--- config.mk ---
export PLATFORM = sky130hd
export DESIGN_NAME = dda_line_pattern_stepper
export DESIGN_NICKNAME = d
export VERILOG_FILES = /design/src/rtl/dlps_pkg.sv /design/src/rtl/dlps_div.sv /design/src/rtl/dlps_front.sv /design/src/rtl/dlps_back.sv /design/src/rtl/dda_line_pattern_stepper.sv
export SDC_FILE = /design/constraint.sdc
export NUM_CORES = 1
export LEC_CHECK = 0
export BUFFER_PORTS_ARGS = -buffer_cell sky130_fd_sc_hd__buf_2
export CORE_MARGIN = 5
export CORE_UTILIZATION = 35
export CTS_BUF_LIST = sky130_fd_sc_hd__clkbuf_8
export DETAILED_ROUTE_END_ITERATION = 10
export PLACE_DENSITY = 0.57
export SLEW_MARGIN = 30
export SYNTH_ARGS = -nofsm -noshare
export SYNTH_HDL_FRONTEND = slang
export SYNTH_SLANG_ARGS = --single-unit
--- constraint.sdc ---
create_clock -name clk -period 9.3 [get_ports clk]
set_clock_uncertainty 0.15 [all_clocks]
set_input_delay 0.93 -clock clk [delete_from_list [all_inputs] [get_ports clk]]
set_output_delay 0.93 -clock clk [all_outputs]
set_load 0.05 [all_outputs]
--- src/rtl/dlps_pkg.sv ---
`timescale 1ns / 1ps
// Shared types and constants for the DDA line pattern stepper.
package dlps_pkg;

  // Kind of an input item, carried on in_tuser
  typedef enum logic {
    ACT_START = 1'b0,
    ACT_STEP  = 1'b1
  } action_t;

  // Stroke pattern codes; the unused codes draw solid
  typedef enum logic [2:0] {
    PAT_SOLID            = 3'd0,
    PAT_POINT            = 3'd1,
    PAT_DASH             = 3'd2,
    PAT_DASH_POINT       = 3'd3,
    PAT_DASH_POINT_POINT = 3'd4
  } pattern_t;

  typedef enum logic {
    BK_IDLE,
    BK_DIV
  } back_state_t;

  // Status of one iterative divider
  typedef struct packed {
    logic busy;
    logic done;
  } div_status_t;

  localparam int PAT_W   = 3;
  localparam int COLOR_W = 4;

  // Dash period is 8 steps (low three bits of the step number);
  // dash-point repeats every 6 steps, tracked by a wrapping counter.
  localparam int         DASH_BITS    = 3;
  localparam logic [2:0] DP_WRAP_LAST = 3'd5;

endpackage

--- src/rtl/dlps_div.sv ---
`timescale 1ns / 1ps
// Bit-serial restoring divider: (span << FRAC_BITS) / divisor, span <= divisor.
module dlps_div #(
  parameter int COORD_BITS = 12,
  parameter int FRAC_BITS  = 16
) (
  input  logic                      clk,
  input  logic                      rst_n,
  input  logic                      start,
  input  logic [COORD_BITS-1:0]     span,
  input  logic [COORD_BITS-1:0]     divisor,
  output dlps_pkg::div_status_t     status,
  output logic [FRAC_BITS:0]        quotient
);
  import dlps_pkg::*;

  localparam int QW    = COORD_BITS + FRAC_BITS;
  localparam int CNT_W = $clog2(QW);
  localparam int LAST  = QW - 1;

  logic [COORD_BITS-1:0] rem_r, rem_nxt;
  logic [QW-1:0]         quo_r, quo_nxt;
  logic [COORD_BITS-1:0] div_r, div_nxt;
  logic [CNT_W-1:0]      cnt_r, cnt_nxt;
  logic                  busy_r, busy_nxt;
  logic                  done_r, done_nxt;
  logic [COORD_BITS:0]   shifted;
  logic [COORD_BITS:0]   diff;
  logic                  ge;

  always_comb begin
    shifted  = {rem_r, quo_r[QW-1]};
    diff     = shifted - {1'b0, div_r};
    ge       = (shifted >= {1'b0, div_r});
    rem_nxt  = rem_r;
    quo_nxt  = quo_r;
    div_nxt  = div_r;
    cnt_nxt  = cnt_r;
    busy_nxt = busy_r;
    done_nxt = 1'b0;
    if (start) begin
      rem_nxt  = '0;
      quo_nxt  = {span, {FRAC_BITS{1'b0}}};
      div_nxt  = divisor;
      cnt_nxt  = '0;
      busy_nxt = 1'b1;
    end else if (busy_r) begin
      // one quotient bit per cycle
      rem_nxt = ge ? diff[COORD_BITS-1:0] : shifted[COORD_BITS-1:0];
      quo_nxt = {quo_r[QW-2:0], ge};
      cnt_nxt = cnt_r + 1'b1;
      if (cnt_r == CNT_W'(LAST)) begin
        busy_nxt = 1'b0;
        done_nxt = 1'b1;
      end
    end
  end

  always_ff @(posedge clk) begin
    if (!rst_n) begin
      busy_r <= 1'b0;
      done_r <= 1'b0;
    end else begin
      busy_r <= busy_nxt;
      done_r <= done_nxt;
    end
    rem_r <= rem_nxt;
    quo_r <= quo_nxt;
    div_r <= div_nxt;
    cnt_r <= cnt_nxt;
  end

  assign status.busy = busy_r;
  assign status.done = done_r;
  assign quotient    = quo_r[FRAC_BITS:0];

endmodule

--- src/rtl/dlps_front.sv ---
`timescale 1ns / 1ps
// Input side: accept items, precompute spans and step count, queue commands.
module dlps_front #(
  parameter int  COORD_BITS = 12,
  localparam int IN_DW      = ((4 * COORD_BITS + 7 + 7) / 8) * 8,
  localparam int ENTRY_W    = 5 * COORD_BITS + 10
) (
  input  logic               clk,
  input  logic               rst_n,
  input  logic               in_tvalid,
  output logic               in_tready,
  input  logic [IN_DW-1:0]   in_tdata,
  input  logic               in_tuser,
  output logic               cmd_valid,
  input  logic               cmd_ready,
  output logic [ENTRY_W-1:0] cmd_data
);
  import dlps_pkg::*;

  localparam int C = COORD_BITS;

  logic [C-1:0]       x1, y1, x2, y2, dx, dy, count;
  logic [PAT_W-1:0]   pat;
  logic [COLOR_W-1:0] col;
  logic               x_neg, y_neg;
  action_t            kind;
  logic [ENTRY_W-1:0] entry;

  logic [ENTRY_W-1:0] mem_r [2];
  logic               wr_ptr_r, rd_ptr_r;
  logic [1:0]         fill_r;
  logic               push, pop;

  // classify and take the spans apart
  always_comb begin
    x1    = in_tdata[C-1:0];
    y1    = in_tdata[2*C-1:C];
    x2    = in_tdata[3*C-1:2*C];
    y2    = in_tdata[4*C-1:3*C];
    pat   = in_tdata[4*C+PAT_W-1:4*C];
    col   = in_tdata[4*C+PAT_W+COLOR_W-1:4*C+PAT_W];
    kind  = action_t'(in_tuser);
    x_neg = (x2 < x1);
    y_neg = (y2 < y1);
    dx    = x_neg ? (x1 - x2) : (x2 - x1);
    dy    = y_neg ? (y1 - y2) : (y2 - y1);
    count = (dx >= dy) ? dx : dy;
    entry = {col, pat, count, y_neg, x_neg, dy, dx, y1, x1, kind};
  end

  assign in_tready = (fill_r != 2'd2);
  assign push      = in_tvalid && in_tready;
  assign cmd_valid = (fill_r != 2'd0);
  assign pop       = cmd_valid && cmd_ready;
  assign cmd_data  = mem_r[rd_ptr_r];

  always_ff @(posedge clk) begin
    if (!rst_n) begin
      wr_ptr_r <= 1'b0;
      rd_ptr_r <= 1'b0;
      fill_r   <= 2'd0;
    end else begin
      if (push) wr_ptr_r <= ~wr_ptr_r;
      if (pop)  rd_ptr_r <= ~rd_ptr_r;
      fill_r <= fill_r + {1'b0, push} - {1'b0, pop};
    end
    if (push) mem_r[wr_ptr_r] <= entry;
  end

endmodule

--- src/rtl/dlps_back.sv ---
`timescale 1ns / 1ps
// Execution side: line state, divider control, pattern and output register.
module dlps_back #(
  parameter int  COORD_BITS = 12,
  parameter int  FRAC_BITS  = 16,
  localparam int ENTRY_W    = 5 * COORD_BITS + 10,
  localparam int OUT_DW     = ((2 * COORD_BITS + 5 + 7) / 8) * 8
) (
  input  logic                  clk,
  input  logic                  rst_n,
  input  logic                  cmd_valid,
  output logic                  cmd_ready,
  input  logic [ENTRY_W-1:0]    cmd_data,
  output logic                  div_start,
  output logic [COORD_BITS-1:0] div_x_span,
  output logic [COORD_BITS-1:0] div_y_span,
  output logic [COORD_BITS-1:0] div_count,
  input  dlps_pkg::div_status_t x_stat,
  input  dlps_pkg::div_status_t y_stat,
  input  logic [FRAC_BITS:0]    x_quot,
  input  logic [FRAC_BITS:0]    y_quot,
  output logic                  out_tvalid,
  input  logic                  out_tready,
  output logic [OUT_DW-1:0]     out_tdata,
  output logic                  out_tlast,
  output logic                  out_tuser
);
  import dlps_pkg::*;

  localparam int C   = COORD_BITS;
  localparam int AW  = COORD_BITS + FRAC_BITS;
  localparam int IW  = FRAC_BITS + 2;
  localparam int PKW = 2 * C + COLOR_W + 1;

  // command fields
  logic               c_kind_bit;
  logic [C-1:0]       c_x1, c_y1, c_dx, c_dy, c_count;
  logic               c_x_neg, c_y_neg;
  logic [PAT_W-1:0]   c_pat;
  logic [COLOR_W-1:0] c_col;

  back_state_t        state_r, state_nxt;
  logic [AW-1:0]      x_acc_r, x_acc_nxt, y_acc_r, y_acc_nxt;
  logic [IW-1:0]      x_inc_r, x_inc_nxt, y_inc_r, y_inc_nxt;
  logic [C:0]         step_idx_r, step_idx_nxt, step_tot_r, step_tot_nxt;
  logic [2:0]         wrap6_r, wrap6_nxt;
  pattern_t           pat_r, pat_nxt;
  logic [COLOR_W-1:0] color_r, color_nxt;
  logic               active_r, active_nxt;
  logic               x_neg_r, x_neg_nxt, y_neg_r, y_neg_nxt;
  logic               out_valid_r, out_valid_nxt;
  logic [PKW-1:0]     out_data_r, out_data_nxt;
  logic               out_last_r, out_last_nxt;
  logic               out_noline_r, out_noline_nxt;

  logic               out_free, start_pop, step_pop, plot, last;
  logic [C:0]         n;
  logic [2:0]         wrap6_inc;
  logic [IW-1:0]      x_inc_new, y_inc_new;

  assign {c_col, c_pat, c_count, c_y_neg, c_x_neg, c_dy, c_dx, c_y1, c_x1, c_kind_bit} =
    cmd_data;

  assign div_x_span = c_dx;
  assign div_y_span = c_dy;
  assign div_count  = c_count;

  always_comb begin
    out_free  = !out_valid_r || out_tready;
    cmd_ready = (state_r == BK_IDLE) &&
                ((action_t'(c_kind_bit) == ACT_START) || out_free);
    start_pop = cmd_valid && cmd_ready && (action_t'(c_kind_bit) == ACT_START);
    step_pop  = cmd_valid && cmd_ready && (action_t'(c_kind_bit) == ACT_STEP);
    div_start = start_pop && (c_count != '0);

    n         = step_idx_r + 1'b1;
    last      = (n == step_tot_r);
    wrap6_inc = (wrap6_r == DP_WRAP_LAST) ? 3'd0 : wrap6_r + 3'd1;

    case (pat_r)
      PAT_POINT:            plot = n[0];
      PAT_DASH:             plot = (n[DASH_BITS-1:0] != '0);
      PAT_DASH_POINT:       plot = n[0] || (wrap6_inc == 3'd0);
      PAT_DASH_POINT_POINT: plot = n[0] || (n[DASH_BITS-1:0] == '0);
      default:              plot = 1'b1;
    endcase

    x_inc_new = x_neg_r ? (IW'(0) - {1'b0, x_quot}) : {1'b0, x_quot};
    y_inc_new = y_neg_r ? (IW'(0) - {1'b0, y_quot}) : {1'b0, y_quot};

    state_nxt      = state_r;
    x_acc_nxt      = x_acc_r;
    y_acc_nxt      = y_acc_r;
    x_inc_nxt      = x_inc_r;
    y_inc_nxt      = y_inc_r;
    step_idx_nxt   = step_idx_r;
    step_tot_nxt   = step_tot_r;
    wrap6_nxt      = wrap6_r;
    pat_nxt        = pat_r;
    color_nxt      = color_r;
    active_nxt     = active_r;
    x_neg_nxt      = x_neg_r;
    y_neg_nxt      = y_neg_r;
    out_valid_nxt  = out_valid_r && !out_tready;
    out_data_nxt   = out_data_r;
    out_last_nxt   = out_last_r;
    out_noline_nxt = out_noline_r;

    case (state_r)
      BK_IDLE: begin
        if (start_pop) begin
          // latch the new line; increments follow from the dividers
          x_acc_nxt    = {c_x1, {FRAC_BITS{1'b0}}};
          y_acc_nxt    = {c_y1, {FRAC_BITS{1'b0}}};
          pat_nxt      = pattern_t'(c_pat);
          color_nxt    = c_col;
          step_idx_nxt = '0;
          step_tot_nxt = {1'b0, c_count};
          wrap6_nxt    = 3'd0;
          active_nxt   = 1'b0;
          x_neg_nxt    = c_x_neg;
          y_neg_nxt    = c_y_neg;
          x_inc_nxt    = '0;
          y_inc_nxt    = '0;
          if (c_count != '0) state_nxt = BK_DIV;
        end else if (step_pop) begin
          out_valid_nxt = 1'b1;
          if (!active_r) begin
            out_data_nxt   = '0;
            out_last_nxt   = 1'b0;
            out_noline_nxt = 1'b1;
          end else begin
            out_data_nxt   = {plot, color_r, y_acc_r[AW-1:FRAC_BITS], x_acc_r[AW-1:FRAC_BITS]};
            out_last_nxt   = last;
            out_noline_nxt = 1'b0;
            // advance the accumulators
            x_acc_nxt      = x_acc_r + {{(AW-IW){x_inc_r[IW-1]}}, x_inc_r};
            y_acc_nxt      = y_acc_r + {{(AW-IW){y_inc_r[IW-1]}}, y_inc_r};
            step_idx_nxt   = n;
            wrap6_nxt      = wrap6_inc;
            if (last || (n >= step_tot_r)) active_nxt = 1'b0;
          end
        end
      end
      BK_DIV: begin
        if (x_stat.done && y_stat.done) begin
          x_inc_nxt  = x_inc_new;
          y_inc_nxt  = y_inc_new;
          active_nxt = 1'b1;
          state_nxt  = BK_IDLE;
        end
      end
      default: state_nxt = BK_IDLE;
    endcase
  end

  always_ff @(posedge clk) begin
    if (!rst_n) begin
      state_r     <= BK_IDLE;
      active_r    <= 1'b0;
      out_valid_r <= 1'b0;
    end else begin
      state_r     <= state_nxt;
      active_r    <= active_nxt;
      out_valid_r <= out_valid_nxt;
    end
    x_acc_r      <= x_acc_nxt;
    y_acc_r      <= y_acc_nxt;
    x_inc_r      <= x_inc_nxt;
    y_inc_r      <= y_inc_nxt;
    step_idx_r   <= step_idx_nxt;
    step_tot_r   <= step_tot_nxt;
    wrap6_r      <= wrap6_nxt;
    pat_r        <= pat_nxt;
    color_r      <= color_nxt;
    x_neg_r      <= x_neg_nxt;
    y_neg_r      <= y_neg_nxt;
    out_data_r   <= out_data_nxt;
    out_last_r   <= out_last_nxt;
    out_noline_r <= out_noline_nxt;
  end

  assign out_tvalid = out_valid_r;
  assign out_tdata  = {{(OUT_DW-PKW){1'b0}}, out_data_r};
  assign out_tlast  = out_last_r;
  assign out_tuser  = out_noline_r;

endmodule

--- src/rtl/dda_line_pattern_stepper.sv ---
`timescale 1ns / 1ps
// Top level of the DDA line rasterizer with stroke patterns.
//
//  channel | dir | handshake             | payload
//  --------+-----+-----------------------+-----------------------------------------
//  in_     | in  | in_tvalid / in_tready | tdata endpoints, pattern, color; tuser kind
//  out_    | out | out_tvalid/out_tready | tdata pixel, color, plot; tlast; tuser
//
//  Step items: one pixel per cycle in the back end while out_ is ready and it is idle.
//  Start with a nonzero span: the back end waits in BK_DIV while the two bit-serial
//  restoring dividers run side by side.
//  Zero-length start: no division. A two-entry command queue sits between the sides.
//  Reset (rst_n low, synchronous) empties the queue, idles the dividers, drops the line.
//  A stalled out_ holds its result; the queue keeps taking items until it fills.
module dda_line_pattern_stepper #(
  parameter int  COORD_BITS = 12,
  parameter int  FRAC_BITS  = 16,
  localparam int IN_DW      = ((4 * COORD_BITS + 7 + 7) / 8) * 8,
  localparam int OUT_DW     = ((2 * COORD_BITS + 5 + 7) / 8) * 8
) (
  input  logic              clk,
  input  logic              rst_n,
  input  logic              in_tvalid,
  output logic              in_tready,
  // x_start, y_start, x_end, y_end (COORD_BITS each), pattern (3), pixel_color (4)
  input  logic [IN_DW-1:0]  in_tdata,
  // action: 0 start a line, 1 step
  input  logic              in_tuser,
  output logic              out_tvalid,
  input  logic              out_tready,
  // pixel_x, pixel_y (COORD_BITS each), color_out (4), plot (1)
  output logic [OUT_DW-1:0] out_tdata,
  // last_pixel
  output logic              out_tlast,
  // no_line
  output logic              out_tuser
);
  import dlps_pkg::*;

  localparam int ENTRY_W = 5 * COORD_BITS + 10;

  logic                  cmd_valid, cmd_ready;
  logic [ENTRY_W-1:0]    cmd_data;
  logic                  div_start;
  logic [COORD_BITS-1:0] div_x_span, div_y_span, div_count;
  div_status_t           x_stat, y_stat;
  logic [FRAC_BITS:0]    x_quot, y_quot;

  // Front: accept, classify, precompute spans, queue
  dlps_front #(.COORD_BITS(COORD_BITS)) u_front (
    .clk       (clk),
    .rst_n     (rst_n),
    .in_tvalid (in_tvalid),
    .in_tready (in_tready),
    .in_tdata  (in_tdata),
    .in_tuser  (in_tuser),
    .cmd_valid (cmd_valid),
    .cmd_ready (cmd_ready),
    .cmd_data  (cmd_data)
  );

  // Per-axis increment dividers; both start together and finish together
  dlps_div #(.COORD_BITS(COORD_BITS), .FRAC_BITS(FRAC_BITS)) u_div_x (
    .clk      (clk),
    .rst_n    (rst_n),
    .start    (div_start),
    .span     (div_x_span),
    .divisor  (div_count),
    .status   (x_stat),
    .quotient (x_quot)
  );

  dlps_div #(.COORD_BITS(COORD_BITS), .FRAC_BITS(FRAC_BITS)) u_div_y (
    .clk      (clk),
    .rst_n    (rst_n),
    .start    (div_start),
    .span     (div_y_span),
    .divisor  (div_count),
    .status   (y_stat),
    .quotient (y_quot)
  );

  // Back: line state, pattern, output register
  dlps_back #(.COORD_BITS(COORD_BITS), .FRAC_BITS(FRAC_BITS)) u_back (
    .clk        (clk),
    .rst_n      (rst_n),
    .cmd_valid  (cmd_valid),
    .cmd_ready  (cmd_ready),
    .cmd_data   (cmd_data),
    .div_start  (div_start),
    .div_x_span (div_x_span),
    .div_y_span (div_y_span),
    .div_count  (div_count),
    .x_stat     (x_stat),
    .y_stat     (y_stat),
    .x_quot     (x_quot),
    .y_quot     (y_quot),
    .out_tvalid (out_tvalid),
    .out_tready (out_tready),
    .out_tdata  (out_tdata),
    .out_tlast  (out_tlast),
    .out_tuser  (out_tuser)
  );

  // The two dividers run in lockstep
  a_div_lockstep: assert property (@(posedge clk) disable iff (!rst_n)
    (x_stat == y_stat))
    else $error("axis dividers out of step");

  // A divider is never restarted while it is still busy
  a_div_no_restart: assert property (@(posedge clk) disable iff (!rst_n)
    x_stat.busy |-> !div_start)
    else $error("divider restarted mid-operation");

  // A no-line result carries an all-zero pixel and no last flag
  a_noline_zero: assert property (@(posedge clk) disable iff (!rst_n)
    (out_tvalid && out_tuser) |-> ((out_tdata == '0) && !out_tlast))
    else $error("no-line result with nonzero payload");

  // Nothing leaves the queue while the increments are being computed
  a_hold_during_div: assert property (@(posedge clk) disable iff (!rst_n)
    x_stat.busy |-> !cmd_ready)
    else $error("command taken during division");

endmodule
* Word-level counts from Yosys, hierarchy flattened
Memory sizes are Yosys's and may differ from the RTL's. A register that Yosys moved wholly into a read port is not among the register bits.
Cells that the tools add are included.
** Storage, ports and cells
- Bits in registers :: 273
- Latch bits :: 0
- RAM bits :: 140
- Memory bits (read-only) :: 0
- Output and inout bits :: 36
- Word-level logic and storage cells :: 163
- Memories kept :: 1
** Cells by class
- $add $sub $neg :: 16
- Multiply operators :: 0
- Div/mod/pow operators :: 0
- Magnitude comparators :: 6
- Equal/unequal tests :: 12
- Shift-type cells :: 0
- Muxes and demuxes :: 54
- Bitwise operators :: 8
- Reduce and logical (&&, ||, !) cells :: 31
** Memory list
- u_front.mem_r :: depth 2, bits a word 70, read ports 1, clocked after Yosys merged registers in 1, wr ports 1, RTL line dlps_front.sv:29 : logic [ENTRY_W-1:0] mem_r [2];
** Operators by type and width (number)
- $mux W28 :: 10
- $mux W18 :: 5
- $pmux W18 S2 :: 2
- $sub A12 B12 Y12 :: 6
- $mux W12 :: 5
- $add A28 B28 Y28 :: 2
- $ge A13 B12 Y1 :: 3
- $sub A1 B17 Y18 const A :: 2
- $mux W13 :: 2
- $lt A12 B12 Y1 :: 2
- $mux W1 :: 24
- $add A13 B1 Y13 const B :: 1
- $eq A13 B12 Y1 :: 1
- $ge A12 B12 Y1 :: 1
- $reduce_bool A12 Y1 :: 1
- $add A5 B1 Y5 const B :: 2
- $eq A5 B5 Y1 const B :: 2
- $reduce_bool A2 Y1 :: 5
- $mux W3 :: 3
- $logic_and A1 B1 Y1 :: 8
- $not A1 Y1 :: 8
- $eq A3 B2 Y1 const B :: 2
- $eq A3 B3 Y1 const B :: 2
- $logic_not A3 Y1 :: 2
- other kinds (15) :: 26

* Longest topological paths before layout
- Depth in word-level cells :: 9
- Depth in mapped cells :: 23
- Depth with buffers taken out :: 21

* Hierarchy
Synthesis repeated with hierarchy kept, for this count alone.
** Second synthesis, totals
- Cell total of the unflattened synthesis :: 2177
- Area, all modules :: 24267.0 um^2
** By module, submodules not included
- dlps_back :: times used 1, cells each 977, area each 10283.6 um^2
- dlps_front :: times used 1, cells each 616, area each 7932.6 um^2
- dlps_div :: times used 2, cells each 292, area each 3025.4 um^2

* Worst setup path after synthesis
Ideal clock, no wire load.
- Path kind :: flip-flop to flip-flop
- From :: reg with a tool-made name
- To :: reg u_back.step_idx_r[0], enable pin
- Library setup time :: 0.602 ns
- Arrival :: 6.336 ns
- Required time :: 8.548 ns
- Path slack :: 2.213 ns
- Cell stages (with the launch flop) :: 5
- Buffers on the path :: 1
- Clock period less this slack :: 7.087 ns
- Cells stage by stage :: dfxtp_1 > clkbuf_1 > mux2i_1 > o21ai_0 > o21ai_0
** RTL lines
- end signal: assignment :: RTL line dlps_back.sv:171 : step_idx_r <= step_idx_nxt;
- end: declaration :: RTL line dlps_back.sv:45 : logic [C:0] step_idx_r, step_idx_nxt, step_tot_r, step_tot_nxt;

* Final worst setup path
- From :: in in_tdata[36]
- To :: mem u_front.mem_r[0][54] (netlist name), data pin
** Between the ends
- Longest elaborated chain between the ends :: 4
** Ends and longest elaborated chain
- start: declaration :: RTL line dda_line_pattern_stepper.sv:26 : input logic [IN_DW-1:0] in_tdata,
- $sub A12 B12 Y12 or $lt A12 B12 Y1 (tied branches) :: RTL line dlps_front.sv:46, dlps_front.sv:44
- $mux W12 * :: RTL line dlps_front.sv:46 : dy = y_neg ? (y1 - y2) : (y2 - y1);
- named net u_front.dy[3] :: RTL line dlps_front.sv:22 : logic [C-1:0] x1, y1, x2, y2, dx, dy, count;
- $ge A12 B12 Y1 :: RTL line dlps_front.sv:47 : count = (dx >= dy) ? dx : dy;
- $mux W12 * :: RTL line dlps_front.sv:47
- named net u_front.count[3] :: RTL line dlps_front.sv:22
- end: declaration :: RTL line dlps_front.sv:29
The timed path passes the listed nets; every way through them passes the cells marked *.

==> impl_metrics.csv <==
group,metric,value,unit
synthesis,syn_area,22600,µm²
timing,holdWs,0.335,ns
critical_path,critPathCaptureType,"flop",
global_routing,met2_usage,22.9,%
hold_path,holdPathStages,1,
cells_and_area,final_cell_mix,"edfxtp_1, nor2_1, ha_1",
cells_and_area,fin_util,39.7,%
global_routing,grtUsageTotal,14.3,%
pwr,leakage,10.2,nW
die,coreArea,64100,µm²
synthesis,synth_area_per_cell,11.1,µm²
synthesis,yosysWarningCount,0,
global_routing,grt-busiest-layer,"met2",
cells_and_area,fin_nets,2369,
flow_run,maxCapViolCount,0,
placement,io_buffers,92,
critical_path,critPathMaxStageDelay,0.69,ns
clock_network,post_cts_buffers,0,
critical_path,r2r_cells,9,
clock_network,cts_max_level,3,
die,dieWidth,264,µm
clock_network,clk_path_buf_depth,3,
die,ioPinCount,97,
timing,fin_setup_tns,0,ns
synthesis,ys_seq_area_share,51.6,%
synthesis,syn-instance-count,2030,
route,firstDrtPassIters,5,
critical_path,slowest_stage,"a31oi_1",
timing,setup_viol,0,
clock_network,cts_buffers,73,
synthesis,async_flop_share,0,%
synthesis,synth_cell_type_count,79,
timing,rsz0062_at_grt,"false",
critical_path,path_cells,"buf_2, inv_1, ha_1, inv_1, fa_1, a21o_1, a221oi_4, o31ai_4, a31oi_4, mux2i_1, a221oi_1, o21ai_1, xor2_1, inv_1, ha_1, a211oi_1, o21bai_1, a211oi_1, o21ai_0, a31oi_1, buf_4, mux2_2",
pwr,vdd_ir_drop_max,0.000142,V
timing,finalMaxSlewViolations,0,
global_routing,grt_pass1_vias,15215,
global_routing,grt_use_met3,2.97,%
route,post_drt_wl_per_cell,16.8,µm
clock_network,cts_resized,0,
critical_path,cp.required,9.53,ns
cells_and_area,final_common_cell,"edfxtp_1",
clock_network,hold_buffers,0,
timing,hold_viol_final,0,
route,vias,15296,
status,status,"finished clean",
route,routed_wl,51200,µm
global_routing,grt_max_degree,79,
timing,max_freq,0.160,GHz
synthesis,synth_top_flop_cell,"edfxtp_1",
placement,gp_congestion,0.848,
synthesis,ys_ff_latch,414,
critical_path,crit_cells,22,
critical_path,crit_path_max_fanout,24,
clock_network,cts.clk_slew.worst_paths,0.06,ns
route,ant_nets,0,
route,via_per_inst,5.01,
cells_and_area,syn2layout_area_growth,12.7,%
route,drc_errors,0,
global_routing,overflow,0,
critical_path,cp_common_cell,"inv_1",
global_routing,use_met1,19.9,%
die,die_h,264,µm
timing,min_period_over_period,67.2,%
die,placementRows,93,
placement,detailedPlacementHpwl,35700,µm
critical_path,cp_num_buf_inv,5,
pwr,powerDensity,341,nW/µm²
clock_network,root_buffer,"clkbuf_8",
hold_path,holdCritPathClass,"input port to flop",
timing,finalCriticalPeriod,6.25,ns
clock_network,clkSinkCount,414,
cells_and_area,drive_above_1_share,12.6,%
critical_path,path_delay_family,"compound AO/OA/AOI/OAI gates",
timing,slew_headroom,38.3,%
die,start_util,35.2,%
critical_path,arrival,6.49,ns
critical_path,cp-start-kind,"input port",
route,first_iter_violations,840,
synthesis,synth-edff-count,336,
clock_network,cts_tree,"built",
die,dieArea,69700,µm²
global_routing,grt_pass1_wl,81500,µm
timing,worst_pin_slew,0.900,ns
clock_network,clkLatencyLatePin,0.65,ns
global_routing,antenna_found_initial,3,
critical_path,crit_type,"input port to flop",
[synthesized netlist by cell type (all sizes together), types with 9 or more instances]
library cell | count | area, µm²
a211oi | 21 | 158
a21o | 59 | 443
a21oi | 105 | 526
a31oi | 23 | 159
and2 | 79 | 494
and3 | 10 | 67.6
buf | 17 | 92.6
clkbuf | 56 | 210
dfxtp | 78 | 1560
edfxtp | 336 | 10100
ha | 156 | 1950
inv | 134 | 503
mux2 | 35 | 398
mux2i | 92 | 921
nand2 | 110 | 413
nand2b | 20 | 125
nand3 | 47 | 235
nand4 | 15 | 93.8
nor2 | 160 | 601
nor2b | 31 | 194
nor3 | 30 | 150
nor4 | 12 | 75.1
o21ai | 117 | 586
o21bai | 11 | 82.6
o31ai | 17 | 155
o41ai | 9 | 93.8
or2 | 10 | 62.6
or3 | 16 | 100
xnor2 | 85 | 744
xor2 | 42 | 368
[cells by family (layout without fill, tap and decap cells)]
| kind of cell | after synthesis | after routing | share of synthesized area, % |
|---|---|---|---|
| XOR/XNOR | 127 | 127 | 4.93 |
| buffers and inverters | 209 | 375 | 3.60 |
| AND/OR/NAND/NOR | 561 | 561 | 12.3 |
| flip-flops | 414 | 414 | 51.6 |
| adder cells (fa/ha/maj) | 164 | 164 | 9.36 |
| multiplexers | 127 | 127 | 5.84 |
| AO/OA/AOI/OAI | 427 | 427 | 12.3 |
| other | 1 | 5 | 0.0166 |
[metrics by stage]
stage	setup slack, ns	power [mW]	cells	instance area [µm²]
finish	3.05	8.67	3055	25400
global route	2.63	9.34	3054	25400
CTS	3.05	8.74	3052	25400
detailed placement	2.40	7.05	2923	24000
global placement	2.43	6.92	2921	24000
floorplan	2.21	6.08	2032	22600
[report_power, final]
group          leakage, nW  switching, mW  internal (mW)  total (mW)
logic                 5.61           2.33           1.54        3.87
registers             3.79          0.328           2.81        3.14
clock network        0.790          0.772          0.882        1.65
[sequential cells by signal, indices dropped and copies added, names as in the netlist, 13 cells and up, named ones only]
name	flops
u_front.mem_r	140
u_back.x_inc_r	18
u_back.y_acc_r	28
u_back.step_idx_r	13
u_div_x.quo_r	28
u_back.y_inc_r	18
u_div_y.quo_r	28
u_back.out_data_r	29
u_back.x_acc_r	28
[final timing paths]
check | endpoint | slack, ns | start
hold / removal | u_front.mem_r[0][64] | 0.34 | in_tdata[49]
setup / recovery | u_front.mem_r[0][54] | 3.05 | in_tdata[36]
setup reg to reg | u_back.x_acc_r[24] | 4.75 | flop
hold reg to reg | u_div_x.rem_r[10] | 0.35 | u_div_x.rem_r[9]
[layout make-up]
cell class,count,area [µm²]
diodes,2,5.00
repair buffers,110,648
clock buffers,77,1060
flip-flops and latches,414,11700
clock inverters,52,338
fillers,6121,38700
inverters,136,510
multi-input cells,1409,10200
well taps,855,1070
[routing by layer]
metal  vias up  wire, µm
met1      7381     24800
met3        66      2200
met2       258     23400
met4         0       843
li1       7591         -
met5         -         0
Power figures use the tool's default switching activity.
